--- src/sv/ets_pkg.sv ---
// ============================================================================
// ets_pkg
// Types and constants shared by the expression token scanner modules.
// ============================================================================
`timescale 1ns / 1ps

package ets_pkg;

    // scanner modes
    typedef enum logic [2:0] {
        MODE_IDLE  = 3'd0,
        MODE_INT   = 3'd1,
        MODE_DOT   = 3'd2,
        MODE_FRAC  = 3'd3,
        MODE_IDENT = 3'd4,
        MODE_STAR  = 3'd5,
        MODE_HALT  = 3'd6
    } mode_t;

    // token kinds
    typedef enum logic [3:0] {
        KIND_END    = 4'd0,
        KIND_ERROR  = 4'd1,
        KIND_NUMBER = 4'd2,
        KIND_IDENT  = 4'd3,
        KIND_PLUS   = 4'd4,
        KIND_MINUS  = 4'd5,
        KIND_STAR   = 4'd6,
        KIND_SLASH  = 4'd7,
        KIND_POWER  = 4'd8,
        KIND_LPAREN = 4'd9,
        KIND_RPAREN = 4'd10
    } kind_t;

    // character codes
    localparam logic [7:0] CH_UNDERSCORE = 8'h5F;
    localparam logic [7:0] CH_DOT        = 8'h2E;
    localparam logic [7:0] CH_STAR       = 8'h2A;
    localparam logic [7:0] CH_PLUS       = 8'h2B;
    localparam logic [7:0] CH_MINUS      = 8'h2D;
    localparam logic [7:0] CH_SLASH      = 8'h2F;
    localparam logic [7:0] CH_LPAREN     = 8'h28;
    localparam logic [7:0] CH_RPAREN     = 8'h29;
    localparam logic [7:0] CH_SPACE      = 8'h20;

    localparam logic [5:0] FRAC_MAX = 6'd63;

    // token queue geometry
    localparam int QUEUE_DEPTH     = 4;
    localparam int QUEUE_ADDR_BITS = 2;
    localparam int QUEUE_CNT_BITS  = 3;

    typedef struct packed {
        logic [7:0] char_byte;
        logic       end_of_text;
    } in_item_t;

    typedef struct packed {
        kind_t       token_kind;
        logic [31:0] start_offset;
        logic [31:0] token_length;
        logic [63:0] mantissa;
        logic [5:0]  fraction_digits;
        logic        mantissa_overflow;
    } out_item_t;

    // tokens produced by one accepted item, in order
    typedef struct packed {
        logic      first_valid;
        logic      second_valid;
        out_item_t first_tok;
        out_item_t second_tok;
    } emit_t;

endpackage

--- src/sv/ets_scan_core.sv ---
// ============================================================================
// ets_scan_core
// Scanner state and the per-byte update; yields up to two tokens per item.
// ============================================================================
`timescale 1ns / 1ps

module ets_scan_core
    import ets_pkg::*;
#(
    parameter int OFFSET_BITS   = 32,
    parameter int MANTISSA_BITS = 64
)
(
    input  logic     clk,
    input  logic     rst_n,
    input  logic     accept,
    input  in_item_t item,
    output emit_t    emit
);

    logic [OFFSET_BITS-1:0]   pos_reg, pos_next;
    logic [OFFSET_BITS-1:0]   start_reg, start_next;
    logic [MANTISSA_BITS-1:0] acc_reg, acc_next;
    logic [5:0]               frac_reg, frac_next;
    logic                     ovf_reg, ovf_next;
    mode_t                    mode_reg, mode_next;

    // token record builder
    function automatic out_item_t make_tok(input kind_t kind,
                                           input logic [OFFSET_BITS-1:0] start,
                                           input logic [OFFSET_BITS-1:0] len,
                                           input logic [MANTISSA_BITS-1:0] mant,
                                           input logic [5:0] frac,
                                           input logic ovf);
        out_item_t t;
        t.token_kind        = kind;
        t.start_offset      = 32'(start);
        t.token_length      = 32'(len);
        t.mantissa          = 64'(mant);
        t.fraction_digits   = frac;
        t.mantissa_overflow = ovf;
        return t;
    endfunction

    // acc * 10 + d, saturating at the mantissa width
    function automatic logic [MANTISSA_BITS:0] mac10(input logic [MANTISSA_BITS-1:0] acc,
                                                     input logic [3:0] d);
        logic [MANTISSA_BITS+3:0] wide;
        logic [MANTISSA_BITS:0]   r;
        wide = ({4'b0, acc} << 3) + ({4'b0, acc} << 1) + (MANTISSA_BITS+4)'(d);
        if (wide[MANTISSA_BITS+3:MANTISSA_BITS] != 4'd0) begin
            r = {1'b1, {MANTISSA_BITS{1'b1}}};
        end
        else begin
            r = {1'b0, wide[MANTISSA_BITS-1:0]};
        end
        return r;
    endfunction

    logic [7:0]               c;
    logic [3:0]               dval;
    logic                     is_digit, is_alpha, is_space;
    logic [OFFSET_BITS-1:0]   cur, prev;
    logic [OFFSET_BITS-1:0]   len_cur, len_prev;
    logic [MANTISSA_BITS:0]   mac;
    logic                     scan;
    logic                     flush_v, byte_v;
    out_item_t                flush_tok, byte_tok;
    out_item_t                num_cur_tok, num_prev_tok;

    // character classes and positions
    always_comb
    begin
        c        = item.char_byte;
        dval     = c[3:0];
        is_digit = (c inside {[8'h30:8'h39]});
        is_alpha = (c inside {[8'h41:8'h5A], [8'h61:8'h7A]});
        is_space = (c == CH_SPACE) || (c inside {[8'h09:8'h0D]});
        cur      = pos_reg;
        prev     = (pos_reg != '0) ? pos_reg - 1'b1 : '0;
        len_cur  = (cur >= start_reg) ? cur - start_reg : '0;
        len_prev = (prev >= start_reg) ? prev - start_reg : '0;
        mac      = mac10(acc_reg, dval);
        num_cur_tok  = make_tok(KIND_NUMBER, start_reg, len_cur, acc_reg, frac_reg, ovf_reg);
        num_prev_tok = make_tok(KIND_NUMBER, start_reg, len_prev, acc_reg, frac_reg, ovf_reg);
    end

    // next state and tokens
    always_comb
    begin
        pos_next   = pos_reg;
        start_next = start_reg;
        acc_next   = acc_reg;
        frac_next  = frac_reg;
        ovf_next   = ovf_reg;
        mode_next  = mode_reg;
        scan       = 1'b0;
        flush_v    = 1'b0;
        byte_v     = 1'b0;
        flush_tok  = num_cur_tok;
        byte_tok   = make_tok(KIND_ERROR, cur, OFFSET_BITS'(1), '0, '0, 1'b0);

        if (accept && item.end_of_text) begin
            // flush pending token, then end token (an error token after a trailing dot)
            byte_v   = 1'b1;
            byte_tok = make_tok(KIND_END, cur, '0, '0, '0, 1'b0);
            case (mode_reg)
                MODE_INT, MODE_FRAC:
                begin
                    flush_v = 1'b1;
                end
                MODE_IDENT:
                begin
                    flush_v   = 1'b1;
                    flush_tok = make_tok(KIND_IDENT, start_reg, cur - start_reg,
                                         '0, '0, 1'b0);
                end
                MODE_STAR:
                begin
                    flush_v   = 1'b1;
                    flush_tok = make_tok(KIND_STAR, start_reg, OFFSET_BITS'(1),
                                         '0, '0, 1'b0);
                end
                MODE_DOT:
                begin
                    // number before the dot, then error on the dot, no end token
                    flush_v   = 1'b1;
                    flush_tok = num_prev_tok;
                    byte_tok  = make_tok(KIND_ERROR, prev, OFFSET_BITS'(1), '0, '0, 1'b0);
                end
                default:
                begin
                    flush_v = 1'b0;
                end
            endcase
            pos_next   = '0;
            start_next = '0;
            acc_next   = '0;
            frac_next  = '0;
            ovf_next   = 1'b0;
            mode_next  = MODE_IDLE;
        end
        else if (accept) begin
            if (pos_reg != '1) begin
                pos_next = pos_reg + 1'b1;
            end

            // pending token
            case (mode_reg)
                MODE_INT:
                begin
                    if (is_digit) begin
                        acc_next = mac[MANTISSA_BITS-1:0];
                        ovf_next = ovf_reg | mac[MANTISSA_BITS];
                    end
                    else if (c == CH_DOT) begin
                        mode_next = MODE_DOT;
                    end
                    else if (c != CH_UNDERSCORE) begin
                        flush_v   = 1'b1;
                        mode_next = MODE_IDLE;
                        scan      = 1'b1;
                    end
                end
                MODE_DOT:
                begin
                    if (is_digit) begin
                        acc_next  = mac[MANTISSA_BITS-1:0];
                        ovf_next  = ovf_reg | mac[MANTISSA_BITS];
                        frac_next = (frac_reg < FRAC_MAX) ? frac_reg + 1'b1 : frac_reg;
                        mode_next = MODE_FRAC;
                    end
                    else begin
                        flush_v   = 1'b1;
                        flush_tok = num_prev_tok;
                        byte_v    = 1'b1;
                        byte_tok  = make_tok(KIND_ERROR, prev, OFFSET_BITS'(1),
                                             '0, '0, 1'b0);
                        mode_next = MODE_HALT;
                    end
                end
                MODE_FRAC:
                begin
                    if (is_digit) begin
                        acc_next  = mac[MANTISSA_BITS-1:0];
                        ovf_next  = ovf_reg | mac[MANTISSA_BITS];
                        frac_next = (frac_reg < FRAC_MAX) ? frac_reg + 1'b1 : frac_reg;
                    end
                    else if (c != CH_UNDERSCORE) begin
                        flush_v   = 1'b1;
                        mode_next = MODE_IDLE;
                        scan      = 1'b1;
                    end
                end
                MODE_IDENT:
                begin
                    if (!(is_alpha || is_digit || c == CH_UNDERSCORE)) begin
                        flush_v   = 1'b1;
                        flush_tok = make_tok(KIND_IDENT, start_reg, cur - start_reg,
                                             '0, '0, 1'b0);
                        mode_next = MODE_IDLE;
                        scan      = 1'b1;
                    end
                end
                MODE_STAR:
                begin
                    mode_next = MODE_IDLE;
                    if (c == CH_STAR) begin
                        flush_v   = 1'b1;
                        flush_tok = make_tok(KIND_POWER, start_reg, OFFSET_BITS'(2),
                                             '0, '0, 1'b0);
                    end
                    else begin
                        flush_v   = 1'b1;
                        flush_tok = make_tok(KIND_STAR, start_reg, OFFSET_BITS'(1),
                                             '0, '0, 1'b0);
                        scan      = 1'b1;
                    end
                end
                MODE_IDLE:
                begin
                    scan = 1'b1;
                end
                default:
                begin
                    mode_next = MODE_HALT;
                end
            endcase

            // scan the byte from idle
            if (scan && !is_space) begin
                if (is_digit) begin
                    start_next = cur;
                    acc_next   = MANTISSA_BITS'(dval);
                    frac_next  = '0;
                    ovf_next   = 1'b0;
                    mode_next  = MODE_INT;
                end
                else if (is_alpha || c == CH_UNDERSCORE) begin
                    start_next = cur;
                    mode_next  = MODE_IDENT;
                end
                else begin
                    byte_v = 1'b1;
                    case (c)
                        CH_STAR:
                        begin
                            byte_v     = 1'b0;
                            start_next = cur;
                            mode_next  = MODE_STAR;
                        end
                        CH_PLUS:
                            byte_tok = make_tok(KIND_PLUS, cur, OFFSET_BITS'(1), '0, '0, 1'b0);
                        CH_MINUS:
                            byte_tok = make_tok(KIND_MINUS, cur, OFFSET_BITS'(1), '0, '0, 1'b0);
                        CH_SLASH:
                            byte_tok = make_tok(KIND_SLASH, cur, OFFSET_BITS'(1), '0, '0, 1'b0);
                        CH_LPAREN:
                            byte_tok = make_tok(KIND_LPAREN, cur, OFFSET_BITS'(1), '0, '0, 1'b0);
                        CH_RPAREN:
                            byte_tok = make_tok(KIND_RPAREN, cur, OFFSET_BITS'(1), '0, '0, 1'b0);
                        default:
                        begin
                            mode_next = MODE_HALT;
                        end
                    endcase
                end
            end
        end

        // order tokens: flushed token first
        emit.first_valid  = flush_v | byte_v;
        emit.second_valid = flush_v & byte_v;
        emit.first_tok    = flush_v ? flush_tok : byte_tok;
        emit.second_tok   = byte_tok;
    end

    // state registers
    always_ff @(posedge clk or negedge rst_n)
    begin
        if (!rst_n) begin
            pos_reg   <= '0;
            start_reg <= '0;
            acc_reg   <= '0;
            frac_reg  <= '0;
            ovf_reg   <= 1'b0;
            mode_reg  <= MODE_IDLE;
        end
        else begin
            pos_reg   <= pos_next;
            start_reg <= start_next;
            acc_reg   <= acc_next;
            frac_reg  <= frac_next;
            ovf_reg   <= ovf_next;
            mode_reg  <= mode_next;
        end
    end

endmodule

--- src/sv/ets_token_queue.sv ---
// ============================================================================
// ets_token_queue
// Four-entry token queue taking up to two tokens a cycle, giving one unless stalled.
// ============================================================================
`timescale 1ns / 1ps

module ets_token_queue
    import ets_pkg::*;
(
    input  logic      clk,
    input  logic      rst_n,
    input  emit_t     emit,
    output logic      full,
    output logic      tok_valid,
    input  logic      tok_stall,
    output out_item_t tok_item
);

    out_item_t                  mem [QUEUE_DEPTH];
    logic [QUEUE_ADDR_BITS-1:0] head_reg, head_next;
    logic [QUEUE_ADDR_BITS-1:0] tail_reg, tail_next;
    logic [QUEUE_CNT_BITS-1:0]  count_reg, count_next;
    logic [QUEUE_CNT_BITS-1:0]  wr_n;
    logic                       rd;

    // room for two tokens is needed before an item is taken
    assign full      = count_reg > QUEUE_CNT_BITS'(QUEUE_DEPTH - 2);
    assign tok_valid = count_reg != '0;
    assign tok_item  = mem[head_reg];

    // pointer and count update
    always_comb
    begin
        rd         = tok_valid & ~tok_stall;
        wr_n       = QUEUE_CNT_BITS'(emit.first_valid) + QUEUE_CNT_BITS'(emit.second_valid);
        head_next  = rd ? head_reg + 1'b1 : head_reg;
        tail_next  = tail_reg + QUEUE_ADDR_BITS'(wr_n);
        count_next = count_reg + wr_n - QUEUE_CNT_BITS'(rd);
    end

    // control registers
    always_ff @(posedge clk or negedge rst_n)
    begin
        if (!rst_n) begin
            head_reg  <= '0;
            tail_reg  <= '0;
            count_reg <= '0;
        end
        else begin
            head_reg  <= head_next;
            tail_reg  <= tail_next;
            count_reg <= count_next;
        end
    end

    // token storage
    always_ff @(posedge clk)
    begin
        if (emit.first_valid) begin
            mem[tail_reg] <= emit.first_tok;
        end
        if (emit.second_valid) begin
            mem[tail_reg + 1'b1] <= emit.second_tok;
        end
    end

endmodule

--- src/sv/expression_token_scanner.sv ---
// ============================================================================
// expression_token_scanner
// Streaming lexer for arithmetic expressions: one byte or end marker per item.
// ============================================================================
// Output: a token is written into the queue when the item completing it is accepted.
// Throughput: one item per cycle unless src_stall is high; an item yields
//   at most two tokens into a four-entry queue; src_stall rises while over two wait.
// Reset: rst_n clears the scanner state and empties the queue; the end
//   marker also returns the scanner to its reset state.
`timescale 1ns / 1ps

module expression_token_scanner
    import ets_pkg::*;
#(
    parameter int OFFSET_BITS   = 32,
    parameter int MANTISSA_BITS = 64
)
(
    input  logic      clk,
    input  logic      rst_n,
    input  logic      src_valid,
    output logic      src_stall,
    input  in_item_t  src_item,
    output logic      tok_valid,
    input  logic      tok_stall,
    output out_item_t tok_item
);

    emit_t emit;
    logic  accept;
    logic  full;

    // item handshake
    assign src_stall = full;
    assign accept    = src_valid & ~full;

    ets_scan_core #(
        .OFFSET_BITS   (OFFSET_BITS),
        .MANTISSA_BITS (MANTISSA_BITS)
    ) u_core (
        .clk    (clk),
        .rst_n  (rst_n),
        .accept (accept),
        .item   (src_item),
        .emit   (emit)
    );

    ets_token_queue u_queue (
        .clk       (clk),
        .rst_n     (rst_n),
        .emit      (emit),
        .full      (full),
        .tok_valid (tok_valid),
        .tok_stall (tok_stall),
        .tok_item  (tok_item)
    );

endmodule
--- config.mk ---
export PLATFORM = sky130hd
export DESIGN_NAME = expression_token_scanner
export DESIGN_NICKNAME = d
export VERILOG_FILES = /design/src/sv/ets_pkg.sv /design/src/sv/ets_scan_core.sv /design/src/sv/ets_token_queue.sv /design/src/sv/expression_token_scanner.sv
export SDC_FILE = /design/constraint.sdc
export NUM_CORES = 2
export LEC_CHECK = 0
export ABC_AREA = 1
export ABC_CLOCK_PERIOD_IN_PS = 4870
export BUFFER_PORTS_ARGS = -buffer_cell sky130_fd_sc_hd__buf_2
export CORE_UTILIZATION = 37
export CTS_CLUSTER_SIZE = 8
export DETAILED_ROUTE_END_ITERATION = 10
export GPL_TIMING_DRIVEN = 0
export HOLD_SLACK_MARGIN = 0.03
export SYNTH_ARGS = -nofsm -noshare
export SYNTH_HDL_FRONTEND = slang
export SYNTH_SLANG_ARGS = --single-unit
--- constraint.sdc ---
create_clock -name clk -period 4.87 [get_ports clk]
set_input_delay 0.974 -clock clk [delete_from_list [all_inputs] [get_ports clk]]
set_output_delay 0.974 -clock clk [all_outputs]
set_load 0.03 [all_outputs]
### After elaboration in Yosys (flattened, before gate mapping)

Memory sizes are Yosys's and may differ from the RTL's.
Index checks and enable logic that the tools add are counted.

* $add $sub $neg: 13
* $lt $le $gt $ge: 12
* equality and inequality tests: 16
* muxes and demuxes: 86
* bitwise gates (word level): 7
* reductions and logical operators: 26

Operators with widths (number)
* $mux 139: 10
* $pmux 139 s5: 1
* $pmux 139 s3: 1
* $pmux 138 s3: 1
* $mux 32: 12
* $mux 64: 6
* $mux 136: 2
* $mux 135: 1
* $mux 103: 1
* $add 67x65->68: 1
* $add 68x4->68: 1
* $mux 65: 1
* $eq 8x6->1 const B: 8
* $ge 32x32->1: 2
* $sub 32x32->32: 2
* $mux 6: 7
* $mux 3: 11
* $add 32x1->32 const B: 1
* $ne 32x32->1 const B: 1
* $reduce_bool 32->1: 1
* $sub 32x1->32 const B: 1
* $mux 1: 28
* $pmux 3 s6: 1
* $ge 8x7->1 const B: 2
* other kinds (35): 57

* bits in registers: 145
* RAM bits: 556
* output and inout bits: 141
* word-level logic and storage cells: 170
* memories: 1

Memories
* u_queue.mem: depth 4, bits a word 139, rd ports 1, clocked after Yosys merged registers in 0, wr ports 2, line ets_token_queue.sv:19 `out_item_t mem [QUEUE_DEPTH];`

### Depth between registers and ports, before layout

* depth after elaboration: 17
* gate-level depth with buffers: 31
* depth with buffers taken out: 29

### Modules after synthesis

From an unflattened synthesis, not the netlist that was laid out.

* cell total of the unflattened synthesis: 7302
* area, all modules: 52038.7 µm²

By module, submodules not included
* ets_token_queue: instances 1, cells each 3194, area each 28523.6 µm²
* ets_scan_core: instances 1, cells each 4106, area each 23505.0 µm²
* expression_token_scanner: instances 1, cells each 2, area each 10.0 µm²

### Least setup slack after synthesis

Ideal clock, no wire load.

* path kind: input to register
* from: in src_item[2] in the netlist's numbering
* to: mem u_queue.mem[0][0] in the netlist's numbering
* data arrival time: 4.868 ns
* setup slack: -0.129 ns
* stages on the path: 25
* path buffers: 4
* path through: buf_6 > nor2_2 > nand3_1 > o21ai_1 > inv_1 > nand2_1 > nand2_4 > o22ai_4 > inv_2 > nand4_4 > nand2_2 > inv_1 > nand2_1 > nand3_1 > nand2_1 > ha_1 > nor3_2 > inv_1 > clkbuf_1 > nand2_1 > inv_1 > clkbuf_1 > clkbuf_1 > nand2_1 > o21ai_0

RTL lines
* start, declared: line expression_token_scanner.sv:23 `input in_item_t src_item,`
* end, declared: line ets_token_queue.sv:19

==> PnR_summary.wiki <==
{| class="wikitable"
! Metric !! Value
|-
| Detailed-routing iteration count for the pre-antenna-repair pass || 6
|-
| Sum of routed wire length over all layers || 207000 microns
|-
| Area taken by multi-input logic gates || 0.0271 sq mm
|-
| Largest clock skew in the final design || 80.8 ps
|-
| Slew headroom || 0.228
|-
| I/O pin total || 154
|-
| Core region area || 0.124 sq mm
|-
| Type of element capturing the critical path || output pin
|-
| Period minus WS final || 4830 ps
|-
| Category of the most critical setup path || flip-flop to output pin
|-
| Global placer's final weighted congestion || 1.03
|-
| Antenna violations before repair || 11
|-
| Area growth from synthesis to final layout || 13.7%
|-
| Net count after synthesis || 7098
|-
| Finish-stage setup viols || 0
|-
| Row Count || 129
|-
| Quantity of hold-fixing buffers added after cts || 0
|-
| Clock sink count || 701
|-
| Worst setup slack after layout || 38.9 ps
|-
| Routed len/inst || 23.5 microns
|-
| Buffer depth of the longest clock path || 3
|-
| Max-cap violations || 0
|-
| # fillers || 13200
|-
| Setup repair after global routing missed its margin || yes
|-
| Global-route wire length before repair || 300000 microns
|-
| Estimated wirelength of the detail-placed design || 161000 microns
|-
| Effective utilization at floorplan || 0.374
|-
| Critical Path Start Type || flip-flop
|-
| Number of register bits inferred by synthesis || 701
|-
| FMAX || 207 MHz
|-
| Ratio of cells with drive above 1 in the final layout || 0.104
|-
| Final Max Tran Viols || 0
|-
| Type of the most critical hold path || input pin to async pin
|-
| Clk_lat worst skew || 730 ps
|-
| Clock transition at the registers of the reported paths || 50 ps
|-
| Clock tree from TritonCTS || built
|-
| Critical Path AT || 3860 ps
|-
| Synth Cell Area || 0.0465 sq mm
|-
| Hold Vio Cnt, Final || 0
|-
| Register area share after synthesis || 0.349
|-
| Data required time at the worst endpoint || 3900 ps
|-
| Number of synthesized flops with an enable pin || 148
|-
| Initial DRC count || 5887
|-
| CTS root buf || sky130_fd_sc_hd__clkbuf_16
|-
| Num CTS Buffers || 99
|-
| Number of DRC violations after detailed routing || 0
|-
| Cell types occupying the most area after synthesis || sky130_fd_sc_hd__dfxtp_1, sky130_fd_sc_hd__nand2_1, sky130_fd_sc_hd__edfxtp_1, sky130_fd_sc_hd__dfrtp_1, sky130_fd_sc_hd__o21ai_0
|-
| Most common cell in the synthesized netlist || sky130_fd_sc_hd__nand2_1
|-
| Register cell area after layout || 0.0162 sq mm
|-
| Fraction of synthesized cell area taken by the top area cell type || 0.176
|-
| Die extent in y || 357 microns
|-
| Number of library cell types mapped by synthesis || 72
|-
| Final-stage net count || 7372
|-
| Warning count from the yosys run || 0
|-
| Top cells by count, synth || sky130_fd_sc_hd__nand2_1, sky130_fd_sc_hd__o21ai_0, sky130_fd_sc_hd__nor2_1
|-
| Total number of vias || 49900
|-
| Ys flop type || sky130_fd_sc_hd__dfxtp_1
|-
| Average via count per standard cell || 5.65
|-
| Async S/R FF share, synth || 0.207
|-
| Setup Slack @ Placement || -2840 ps
|-
| Avg Cell Area, Syn || 6.76 sq um
|-
| Global route total overflow || 0
|-
| Flip-flop count of the largest register, all copies and words added || 556
|-
| Gate Count Post-Synth || 6880
|-
| H-tree depth reported by CTS || 3
|-
| Post-route antenna net violation count || 0
|-
| Final period utilization || 0.992
|-
| Cell type contributing the most total cell area after synthesis || sky130_fd_sc_hd__dfxtp_1
|-
| Pin count of the biggest net entering global routing || 82
|-
| Largest driver fanout on the critical path || 11
|-
| GRT Total Usage || 0.317
|-
| Horizontal extent of the die || 357 microns
|-
| Die Outline Area || 0.127 sq mm
|-
| End-of-flow core utilization || 0.426
|-
| # port buffers || 153
|-
| Outcome || complete, no violations
|-
| Vias in the first global route || 45900
|-
| Transition time at the pin with the least slew margin || 1160 ps
|}
-- cell families after synthesis --
| kind of cell | Yosys count | synth area share |
|---|---|---|
| AO/OA/AOI/OAI | 1395 | 0.171 |
| XOR/XNOR | 99 | 0.0186 |
| flip-flops | 701 | 0.349 |
| buffers and inverters | 877 | 0.0767 |
| AND/OR/NAND/NOR | 3603 | 0.329 |
| adder cells (fa/ha/maj) | 205 | 0.0559 |
-- layout by cell type, fill, tap and decap left out, types with 23 or more instances in the layout --
cell and n:
sky130_fd_sc_hd__nand2_1 2008, sky130_fd_sc_hd__nand2_2 38, sky130_fd_sc_hd__dfxtp_1 408, sky130_fd_sc_hd__clkbuf_2 38
sky130_fd_sc_hd__nor2_2 33, sky130_fd_sc_hd__a21oi_1 210, sky130_fd_sc_hd__o21ai_1 172, sky130_fd_sc_hd__clkbuf_16 100
sky130_fd_sc_hd__or2_2 62, sky130_fd_sc_hd__nand4_1 65, sky130_fd_sc_hd__nand3_1 607, sky130_fd_sc_hd__o22ai_1 158
sky130_fd_sc_hd__dfrtp_1 143, sky130_fd_sc_hd__o21ai_0 675, sky130_fd_sc_hd__inv_1 451, sky130_fd_sc_hd__inv_2 54
sky130_fd_sc_hd__ha_1 195, sky130_fd_sc_hd__nor2_1 636, sky130_fd_sc_hd__nor4_1 23, sky130_fd_sc_hd__buf_2 216
sky130_fd_sc_hd__o22ai_2 30, sky130_fd_sc_hd__clkbuf_1 229, sky130_fd_sc_hd__xor2_1 90, sky130_fd_sc_hd__edfxtp_1 148
sky130_fd_sc_hd__nor3_1 53, sky130_fd_sc_hd__o21bai_1 29
-- worst max-delay path: stages, from the launching register on --
cell                       delay (ps)
sky130_fd_sc_hd__dfrtp_1          940
sky130_fd_sc_hd__clkbuf_1         630
sky130_fd_sc_hd__buf_8            250
sky130_fd_sc_hd__clkbuf_1         450
sky130_fd_sc_hd__o21ai_0          150
sky130_fd_sc_hd__o22ai_1          380
sky130_fd_sc_hd__buf_2            290
-- final cells by class --
cell class	count	share of cell area
clock buffers	128	0.0496
flip-flops and latches	701	0.307
inverters	519	0.0374
clock inverters	9	0.00350
multi-input cells	5306	0.512
repair buffers	175	0.0202
diodes	2	0.0000946
well taps	1637	0.0387
plain buffers	352	0.0315
-- worst paths after layout --
kind                            slack [ps]                               end  depth (start not counted)                             from
min in group clk                       450   u_queue.mem[2][95]$_SDFFE_PP0P_                          2  u_queue.mem[2][95]$_SDFFE_PP0P_
worst min register to register         450   u_queue.mem[2][95]$_SDFFE_PP0P_                          2  u_queue.mem[2][95]$_SDFFE_PP0P_
worst max register to register         110   u_queue.mem[1][83]$_SDFFE_PP0P_                         27        u_core.cur[0]$_DFFE_PN0P_
worst max-delay path                    40                      tok_item[87]                          6  u_queue.head_reg[0]$_DFFE_PN0P_
worst min-delay path                   230  u_core.start_reg[24]$_DFFE_PN0P_                          1                            rst_n
max in group asynchronous             3790    u_core.frac_reg[5]$_DFFE_PN0P_                          2                            rst_n
-- timing repair --
item	in CTS	in global routing
endpoints found under the setup margin	699	329
gates cloned	3	1
buffers inserted	18	2
pin swaps	16	11
resized for setup	62	113
-- layer usage --
layer  vias to the layer above  part of all wire  GRT usage
li1                      23500                 -          -
met1                     23700              0.44      0.453
met2                      2279              0.41      0.459
met3                       376              0.10     0.0738
met4                        12             0.039      0.117
met5                         -           0.00035          0
-- stage by stage --
stage,hold WS (ps),setup TNS (ps),std cells,cell area (sq um)
floorplan,421,0,6880,46500
global placement,431,-1223710,8670,49400
detailed placement,435,-1217580,8672,49400
CTS,225,0,8825,52700
global route,253,-100,8827,52900
finish,229,0,8829,52900
Power is left out: the tool's default activity adds up to more than one toggle a clock period on the data nets, which glitch-free logic cannot reach.
